--- config.mk ---
export PLATFORM = sky130hd
export DESIGN_NAME = actuator_command_safety_supervisor
export DESIGN_NICKNAME = d
export VERILOG_FILES = /design/src/design/acss_pkg.sv /design/src/design/acss_step.sv /design/src/design/actuator_command_safety_supervisor.sv
export SDC_FILE = /design/constraint.sdc
export NUM_CORES = 1
export LEC_CHECK = 0
export BUFFER_PORTS_ARGS = -buffer_cell sky130_fd_sc_hd__buf_4
export CORE_MARGIN = 4
export CORE_UTILIZATION = 40
export DETAILED_ROUTE_END_ITERATION = 10
export GPL_TIMING_DRIVEN = 1
export SKIP_CTS_REPAIR_TIMING = 1
export SLEW_MARGIN = 20
export SYNTH_ARGS = -nofsm -noshare
export SYNTH_HDL_FRONTEND = slang
export SYNTH_SLANG_ARGS = --single-unit
--- constraint.sdc ---
create_clock -name clk -period 4.6 [get_ports clk]
set_input_delay 0.23 -clock clk [delete_from_list [all_inputs] [get_ports clk]]
set_output_delay 0.23 -clock clk [all_outputs]
set_load 0.1 [all_outputs]
--- src/design/acss_pkg.sv ---
// ----------------------------------------------------------------------------
// acss_pkg
// Shared types and constants of the actuator command safety supervisor.
// ----------------------------------------------------------------------------
package acss_pkg;

    // Widths
    localparam int DEF_AGE_WIDTH = 17;
    localparam int HOLD_WIDTH    = 16;
    localparam int CFG_WIDTH     = 16;
    localparam int CFG_IDX_WIDTH = 2;

    // Register indexes
    localparam logic [CFG_IDX_WIDTH-1:0] CFG_WATCHDOG_TIMEOUT = 2'd0;
    localparam logic [CFG_IDX_WIDTH-1:0] CFG_LONG_PRESS       = 2'd1;
    localparam logic [CFG_IDX_WIDTH-1:0] CFG_WATCHDOG_ENABLE  = 2'd2;

    // Register reset values
    localparam logic [CFG_WIDTH-1:0] RST_WATCHDOG_TIMEOUT = 16'd500;
    localparam logic [CFG_WIDTH-1:0] RST_LONG_PRESS       = 16'd3000;

    // Status codes
    localparam logic [1:0] STATUS_DISCONNECTED = 2'd0;
    localparam logic [1:0] STATUS_CONNECTED    = 2'd1;
    localparam logic [1:0] STATUS_READY        = 2'd2;

    localparam logic [HOLD_WIDTH-1:0] HOLD_MAX = '1;

    // One tick as received
    typedef struct packed {
        logic button_down;
        logic base_cmd_seen;
        logic base_cmd_full;
        logic arm_cmd_seen;
        logic arm_cmd_full;
    } tick_t;

    // Single-bit supervisor state
    typedef struct packed {
        logic button_held;
        logic long_press_done;
        logic drive_on;
        logic connected;
        logic base_halt;
        logic arm_halt;
    } flags_t;

    // One result
    typedef struct packed {
        logic [1:0] system_status;
        logic       drive_enabled;
        logic       link_up;
        logic       base_brake_pulse;
        logic       arm_torque_off_pulse;
        logic       arm_torque_on_pulse;
        logic       base_forward;
        logic       arm_forward;
        logic       base_stopped;
        logic       arm_stopped;
    } result_t;

endpackage

--- src/design/acss_step.sv ---
// ----------------------------------------------------------------------------
// acss_step
// Next-state and result logic for one tick: ages, long press, commands,
// watchdog stops and link loss.
// ----------------------------------------------------------------------------
module acss_step #(
    parameter int AGE_WIDTH = acss_pkg::DEF_AGE_WIDTH
) (
    input  acss_pkg::tick_t                 tick,
    input  acss_pkg::flags_t                flags,
    input  logic [AGE_WIDTH-1:0]            base_age,
    input  logic [AGE_WIDTH-1:0]            arm_age,
    input  logic [acss_pkg::HOLD_WIDTH-1:0] hold_count,
    input  logic [acss_pkg::CFG_WIDTH-1:0]  cmd_timeout_ms,
    input  logic [acss_pkg::CFG_WIDTH-1:0]  long_press_ms,
    input  logic                            watchdog_enable,
    output acss_pkg::flags_t                flags_next,
    output logic [AGE_WIDTH-1:0]            base_age_next,
    output logic [AGE_WIDTH-1:0]            arm_age_next,
    output logic [acss_pkg::HOLD_WIDTH-1:0] hold_count_next,
    output acss_pkg::result_t               result
);

    localparam logic [AGE_WIDTH-1:0] AGE_MAX = '1;

    logic [AGE_WIDTH-1:0]            base_inc;
    logic [AGE_WIDTH-1:0]            arm_inc;
    logic [AGE_WIDTH-1:0]            limit;
    logic [AGE_WIDTH-1:0]            limit2;
    logic [acss_pkg::HOLD_WIDTH-1:0] hold_inc;

    // Saturating increments and timeout limits
    assign base_inc = (base_age == AGE_MAX) ? base_age : base_age + AGE_WIDTH'(1);
    assign arm_inc  = (arm_age == AGE_MAX) ? arm_age : arm_age + AGE_WIDTH'(1);
    assign hold_inc = (hold_count == acss_pkg::HOLD_MAX) ? hold_count
                                                         : hold_count + 16'd1;
    assign limit    = AGE_WIDTH'(cmd_timeout_ms);
    assign limit2   = AGE_WIDTH'({cmd_timeout_ms, 1'b0});

    // Advance the state in tick order
    always_comb
    begin
        acss_pkg::flags_t f;
        logic brake;
        logic toff;
        logic ton;
        logic bfwd;
        logic afwd;
        logic [AGE_WIDTH-1:0] ba;
        logic [AGE_WIDTH-1:0] aa;
        logic [acss_pkg::HOLD_WIDTH-1:0] hc;

        f     = flags;
        brake = 1'b0;
        toff  = 1'b0;
        ton   = 1'b0;
        bfwd  = 1'b0;
        afwd  = 1'b0;
        ba    = base_inc;
        aa    = arm_inc;
        hc    = hold_count;

        // Button: press tracking and long-press toggle
        if (tick.button_down && !f.button_held)
        begin
            hc                = '0;
            f.button_held     = 1'b1;
            f.long_press_done = 1'b0;
        end
        else if (tick.button_down && !f.long_press_done)
        begin
            hc = hold_inc;
            if (hold_inc >= long_press_ms)
            begin
                f.long_press_done = 1'b1;
                f.drive_on        = !f.drive_on;
                if (!flags.drive_on)
                begin
                    ton = 1'b1;
                end
                else
                begin
                    brake = 1'b1;
                    toff  = 1'b1;
                end
            end
        end
        else if (!tick.button_down && f.button_held)
        begin
            f.button_held     = 1'b0;
            f.long_press_done = 1'b0;
        end

        // Base command: refresh and release the stop
        if (tick.base_cmd_seen)
        begin
            ba          = '0;
            f.base_halt = 1'b0;
            f.connected = 1'b1;
            bfwd        = tick.base_cmd_full && f.drive_on;
        end

        // Arm command: refresh and recover with torque on
        if (tick.arm_cmd_seen)
        begin
            aa          = '0;
            f.connected = 1'b1;
            if (f.arm_halt)
            begin
                ton        = 1'b1;
                f.arm_halt = 1'b0;
            end
            afwd = tick.arm_cmd_full && f.drive_on;
        end

        // Watchdog: latch stops on timeout
        if (watchdog_enable)
        begin
            if (ba > limit && !f.base_halt)
            begin
                f.base_halt = 1'b1;
                brake       = 1'b1;
            end
            if (aa > limit && !f.arm_halt)
            begin
                f.arm_halt = 1'b1;
                toff       = 1'b1;
            end
        end

        // Link: drop when both channels are silent for twice the timeout
        if (f.connected && ba > limit2 && aa > limit2)
        begin
            f.connected = 1'b0;
        end

        flags_next      = f;
        base_age_next   = ba;
        arm_age_next    = aa;
        hold_count_next = hc;

        if (!f.connected)
        begin
            result.system_status = acss_pkg::STATUS_DISCONNECTED;
        end
        else if (!f.drive_on)
        begin
            result.system_status = acss_pkg::STATUS_CONNECTED;
        end
        else
        begin
            result.system_status = acss_pkg::STATUS_READY;
        end
        result.drive_enabled        = f.drive_on;
        result.link_up              = f.connected;
        result.base_brake_pulse     = brake;
        result.arm_torque_off_pulse = toff;
        result.arm_torque_on_pulse  = ton;
        result.base_forward         = bfwd;
        result.arm_forward          = afwd;
        result.base_stopped         = f.base_halt;
        result.arm_stopped          = f.arm_halt;
    end

endmodule

--- src/design/actuator_command_safety_supervisor.sv ---
// ----------------------------------------------------------------------------
// Actuator command safety supervisor
// Takes one request per millisecond tick on the input channel (button level
// and base/arm command flags) and returns one result request per tick with
// status, drive enable, link state, brake/torque pulses, forward flags and
// latched stops. Both channels use valid/stall; a request moves on an edge
// with valid high and stall low.
// An accepted request passes the input register, the state update and the
// result register. Throughput: one request per cycle while not stalled.
// When the receiver stalls, the result register holds; one more request
// may sit in the input register, after which in_stall rises.
// Registers are written on the cfg channel (cfg_ready is always high); the
// user must write them only while no request is in flight (not enforced).
// Reset clears the valid flags and supervisor state and restores the
// register defaults: timeout 500 ms, long press 3000 ms, watchdog off.
// ----------------------------------------------------------------------------
module actuator_command_safety_supervisor #(
    parameter int AGE_WIDTH = acss_pkg::DEF_AGE_WIDTH
) (
    input  logic                               clk,
    input  logic                               rst_n,
    // Input channel
    input  logic                               in_valid,
    output logic                               in_stall,
    input  logic                               button_down,
    input  logic                               base_cmd_seen,
    input  logic                               base_cmd_full,
    input  logic                               arm_cmd_seen,
    input  logic                               arm_cmd_full,
    // Result channel
    output logic                               out_valid,
    input  logic                               out_stall,
    output logic [1:0]                         system_status,
    output logic                               drive_enabled,
    output logic                               link_up,
    output logic                               base_brake_pulse,
    output logic                               arm_torque_off_pulse,
    output logic                               arm_torque_on_pulse,
    output logic                               base_forward,
    output logic                               arm_forward,
    output logic                               base_stopped,
    output logic                               arm_stopped,
    // Configuration channel
    input  logic                               cfg_valid,
    output logic                               cfg_ready,
    input  logic [acss_pkg::CFG_IDX_WIDTH-1:0] cfg_index,
    input  logic [acss_pkg::CFG_WIDTH-1:0]     cfg_data
);

    logic                            in_valid_reg;
    acss_pkg::tick_t                 tick_reg;
    logic                            out_valid_reg;
    acss_pkg::result_t               result_reg;
    acss_pkg::result_t               result_next;

    acss_pkg::flags_t                flags_reg;
    acss_pkg::flags_t                flags_next;
    logic [AGE_WIDTH-1:0]            base_age_reg;
    logic [AGE_WIDTH-1:0]            base_age_next;
    logic [AGE_WIDTH-1:0]            arm_age_reg;
    logic [AGE_WIDTH-1:0]            arm_age_next;
    logic [acss_pkg::HOLD_WIDTH-1:0] hold_count_reg;
    logic [acss_pkg::HOLD_WIDTH-1:0] hold_count_next;

    logic [acss_pkg::CFG_WIDTH-1:0]  timeout_reg;
    logic [acss_pkg::CFG_WIDTH-1:0]  long_press_reg;
    logic                            wd_enable_reg;

    logic                            out_load;
    logic                            step;
    logic                            cfg_write;
    logic                            age_clear;

    // Pipeline handshake
    assign out_load  = !out_valid_reg || !out_stall;
    assign step      = in_valid_reg && out_load;
    assign in_stall  = in_valid_reg && !out_load;
    assign cfg_ready = 1'b1;
    assign cfg_write = cfg_valid && cfg_ready;
    assign age_clear = cfg_write && (cfg_index == acss_pkg::CFG_WATCHDOG_ENABLE)
                       && cfg_data[0] && !wd_enable_reg;

    // Hold the accepted tick
    always_ff @(posedge clk or negedge rst_n)
    begin
        if (!rst_n)
        begin
            in_valid_reg <= 1'b0;
        end
        else if (!in_stall)
        begin
            in_valid_reg <= in_valid;
        end
    end

    always_ff @(posedge clk)
    begin
        if (in_valid && !in_stall)
        begin
            tick_reg <= '{button_down:    button_down,
                          base_cmd_seen:  base_cmd_seen,
                          base_cmd_full:  base_cmd_full,
                          arm_cmd_seen:   arm_cmd_seen,
                          arm_cmd_full:   arm_cmd_full};
        end
    end

    // Update logic for one tick
    acss_step #(
        .AGE_WIDTH (AGE_WIDTH)
    ) u_step (
        .tick            (tick_reg),
        .flags           (flags_reg),
        .base_age        (base_age_reg),
        .arm_age         (arm_age_reg),
        .hold_count      (hold_count_reg),
        .cmd_timeout_ms  (timeout_reg),
        .long_press_ms   (long_press_reg),
        .watchdog_enable (wd_enable_reg),
        .flags_next      (flags_next),
        .base_age_next   (base_age_next),
        .arm_age_next    (arm_age_next),
        .hold_count_next (hold_count_next),
        .result          (result_next)
    );

    // Advance the supervisor state; clear ages when the watchdog turns on
    always_ff @(posedge clk or negedge rst_n)
    begin
        if (!rst_n)
        begin
            flags_reg      <= '0;
            base_age_reg   <= '0;
            arm_age_reg    <= '0;
            hold_count_reg <= '0;
        end
        else if (age_clear)
        begin
            base_age_reg <= '0;
            arm_age_reg  <= '0;
        end
        else if (step)
        begin
            flags_reg      <= flags_next;
            base_age_reg   <= base_age_next;
            arm_age_reg    <= arm_age_next;
            hold_count_reg <= hold_count_next;
        end
    end

    // Write configuration registers
    always_ff @(posedge clk or negedge rst_n)
    begin
        if (!rst_n)
        begin
            timeout_reg    <= acss_pkg::RST_WATCHDOG_TIMEOUT;
            long_press_reg <= acss_pkg::RST_LONG_PRESS;
            wd_enable_reg  <= 1'b0;
        end
        else if (cfg_write)
        begin
            unique case (cfg_index)
                acss_pkg::CFG_WATCHDOG_TIMEOUT: timeout_reg    <= cfg_data;
                acss_pkg::CFG_LONG_PRESS:       long_press_reg <= cfg_data;
                acss_pkg::CFG_WATCHDOG_ENABLE:  wd_enable_reg  <= cfg_data[0];
                default:                        ;
            endcase
        end
    end

    // Hold the result until taken
    always_ff @(posedge clk or negedge rst_n)
    begin
        if (!rst_n)
        begin
            out_valid_reg <= 1'b0;
        end
        else if (out_load)
        begin
            out_valid_reg <= in_valid_reg;
        end
    end

    always_ff @(posedge clk)
    begin
        if (step)
        begin
            result_reg <= result_next;
        end
    end

    // Drive the result ports
    assign out_valid            = out_valid_reg;
    assign system_status        = result_reg.system_status;
    assign drive_enabled        = result_reg.drive_enabled;
    assign link_up              = result_reg.link_up;
    assign base_brake_pulse     = result_reg.base_brake_pulse;
    assign arm_torque_off_pulse = result_reg.arm_torque_off_pulse;
    assign arm_torque_on_pulse  = result_reg.arm_torque_on_pulse;
    assign base_forward         = result_reg.base_forward;
    assign arm_forward          = result_reg.arm_forward;
    assign base_stopped         = result_reg.base_stopped;
    assign arm_stopped          = result_reg.arm_stopped;

endmodule

==> impl_metrics.json <==
{
  "cts_tree": "built",
  "period_minus_slack_ps": 4120,
  "area_growth_pct": 10.7,
  "globalRouteTotalUtil_pct": 18.0,
  "start_kind": "register",
  "finalHoldViolCount": 0,
  "fill_cells": 1835,
  "synth_cell_types": 69,
  "syn_nets": 964,
  "remaining_drc_errors": 0,
  "fin_setup_tns_ps": 0,
  "synth_area_um2": 7620,
  "drive_above_1_share_pct": 12.7,
  "path_buf_inv": 0,
  "synthFlopType": "dfrtp_1",
  "core_um2": 18700,
  "chipWidth_um": 146,
  "rsz0062_at_grt": "false",
  "final_util_pct": 45.1,
  "syn_area_per_cell_um2": 8.97,
  "hold_depth": 1,
  "synth_top_area_cell": "dfrtp_1",
  "floorplan.initialDensity_pct": 40.7,
  "path_max_fanout": 9,
  "end_kind": "register",
  "dr.pass1.iters": 5,
  "synthCells": 850,
  "clock_path_buffers": 2,
  "whs_endpoint": "tick_reg[3]",
  "placed_area_um2": 8130,
  "ios": 42,
  "detail-route-antenna-nets": 0,
  "clock_latency_ps": 360,
  "wl_mm": 18.8,
  "die_area_um2": 21300,
  "ys_top_cells_by_count": "ha_1, nand2_1, dfrtp_1",
  "setup_violations": 0,
  "cp_top_family": "simple AND/OR/NAND/NOR gates",
  "cts_root_buf": "clkbuf_16",
  "dp_cells": 1096,
  "fin_skew_ps": 6.54,
  "finalWorstSetupSlack_ps": 485,
  "rows": 50,
  "critPathRequiredTime_ps": 4690,
  "worstMarginPinSlew_ps": 913,
  "reg2reg_to": "system_status[0]",
  "crit_chain": "ha_1 -> nand3_1 -> nor4_2 -> nand2_1 -> xnor2_1 -> ha_1 -> nand2b_1 -> a21o_1 -> a21oi_1 -> o211ai_1 -> a211o_1 -> ha_1 -> a21oi_1 -> nor3_1",
  "cp_common_cell": "ha_1",
  "crit_path_max_incr_delay_ps": 530,
  "gp_congestion": 0.857,
  "cts_buffers": 9,
  "grt.overflow.total": 0,
  "seq_area_um2": 2770,
  "yosys_warnings": 0,
  "grt_pass1_wl_mm": 31.6,
  "min_from": "base_cmd_seen",
  "fmax_mhz": 243,
  "grt_pass1_vias": 6128,
  "drt_iter0_drc": 374,
  "die_height_um": 146,
  "synth_seq_area_share_pct": 36.4,
  "finish.instance_area_um2": 8440,
  "finalNonFillerCells": 1114,
  "crit_type": "register to register",
  "status": "completed",
  "arrival_ps": 4210,
  "p_per_area_nw_per_um2": 326,
  "r2r_slack_ps": 480,
  "synth_top_area_share_pct": 25.6,
  "ff2ff_path_depth": 14,
  "dr_total_vias": 6197,
  "place_ws_ps": 465,
  "num_antenna_cells": 0,
  "path_clk_slew_ps": 80,
  "hpwlAfterDp_mm": 14.4,
  "power.leakage_nw": 3.81,
  "nets": 989,
  "viasPerCell": 5.56,
  "antenna_found_initial": 0,
  "cap_viol_max_count": 0,
  "async_flop_share_pct": 85.0,
  "post-route-period-util_pct": 89.5,
  "synth-seq-cells": 107,
  "synthTopCellsByArea": "dfrtp_1, ha_1, edfxtp_1",
  "wl_per_cell_um": 16.8,
  "grt_max_degree": 50,
  "multi_input_area_um2": 4520,
  "hold_path_class": "input pin to register",
  "relSlewSlack_pct": 39.0,
  "htree_levels": 3,
  "slew_violations": 0,
  "cp_slowest_cell": "nor4_2",
  "ir_worst_vdd_mv": 0.129,
  "port_buffers": 40,
  "r2r-start": "hold_count_reg[0]",
  "yosysMostFrequentCell": "ha_1",
  "clock_sinks": 107,
  "synth_edf_count": 16
}
[metal layers]
metal | global-route usage, % | part of all wire, % | routed length [µm]
met5 | 0 | 0 | 0
met2 | 29.4 | 47 | 8740
met3 | 3.72 | 3.6 | 682
met4 | 4.99 | 2.0 | 379
met1 | 24.4 | 48 | 8950
[worst max-delay path by stage]
stage | startpoint | end | slack [ps] | cells after the start
finish | hold_count_reg[0] | system_status[0] | 480 | 14
global route | hold_count_reg[0] | system_status[0] | 110 | 14
CTS | hold_count_reg[0] | system_status[0] | 470 | 14
detailed placement | hold_count_reg[0] | system_status[0] | 470 | 14
global placement | hold_count_reg[0] | system_status[0] | 650 | 13
floorplan | hold_count_reg[0] | system_status[0] | 1040 | 13
[stage by stage]
| step | hold slack [ps] | total power [W] |
|---|---|---|
| 6_report | 45.3 | 0.00275 |
| 5_1_grt | 33.8 | 0.00295 |
| 4_1_cts | -99.6 | 0.00278 |
| 3_5_place_dp | 293 | 0.00201 |
| 3_3_place_gp | 290 | 0.00199 |
| 2_1_floorplan | -65.6 | 0.00178 |
[final cells by class]
| cell class | count | share of cell area [%] |
|---|---|---|
| Clock buffer | 9 | 2.67 |
| Multi-Input combinational cell | 660 | 53.6 |
| Clock inverter | 7 | 0.712 |
| Inverter | 47 | 2.09 |
| Tap cell | 234 | 3.47 |
| Sequential cell | 107 | 32.9 |
| Timing Repair Buffer | 50 | 4.57 |
[report_power, final]
| group | switching (W) | internal, W |
|---|---|---|
| combinational | 0.000509 | 0.000300 |
| sequential | 0.0000907 | 0.00109 |
| clock | 0.000384 | 0.000377 |
[worst reg2reg max path, delay by kind of cell, from the launching register on]
kind | cells | cell delay [ps]
AND/OR/NAND/NOR | 5 | 1280
AO/OA/AOI/OAI | 5 | 1100
adder cells (fa/ha/maj) | 3 | 810
flip-flops | 1 | 430
XOR/XNOR | 1 | 240
[cells by family after synthesis]
group / after synthesis / synth area share (%)
flops: 107 / 36.4
other cells: 1 / 0.0492
xor+xnor: 33 / 3.79
buf+inv: 83 / 4.35
mux: 30 / 4.25
simple gates: 303 / 19.6
compound gates: 207 / 17.5
fa+ha+maj: 86 / 14.1
[cell usage in the layout, fill, tap and decap left out, types with 4 or more instances in the layout]
cell	n
nand3_1	33
inv_1	47
xnor2_1	18
o21ai_0	48
a21oi_1	60
o22ai_1	4
edfxtp_1	16
a22o_1	5
o31ai_1	6
o21a_1	10
nor2b_1	10
mux2_2	19
dfrtp_1	78
ha_1	86
a31oi_1	13
nand2b_1	8
or3_1	12
and3_1	14
mux2i_1	11
o211ai_1	4
dfstp_2	13
nor4_1	7
xor2_1	15
nor3_1	16
a22oi_1	5
buf_4	48
nand2_1	80
clkbuf_16	9
nand4_1	21
nor2_1	73
or2_2	6
and4_1	4
and2_1	5
a21o_1	15
(Power assumes the default switching activity.)
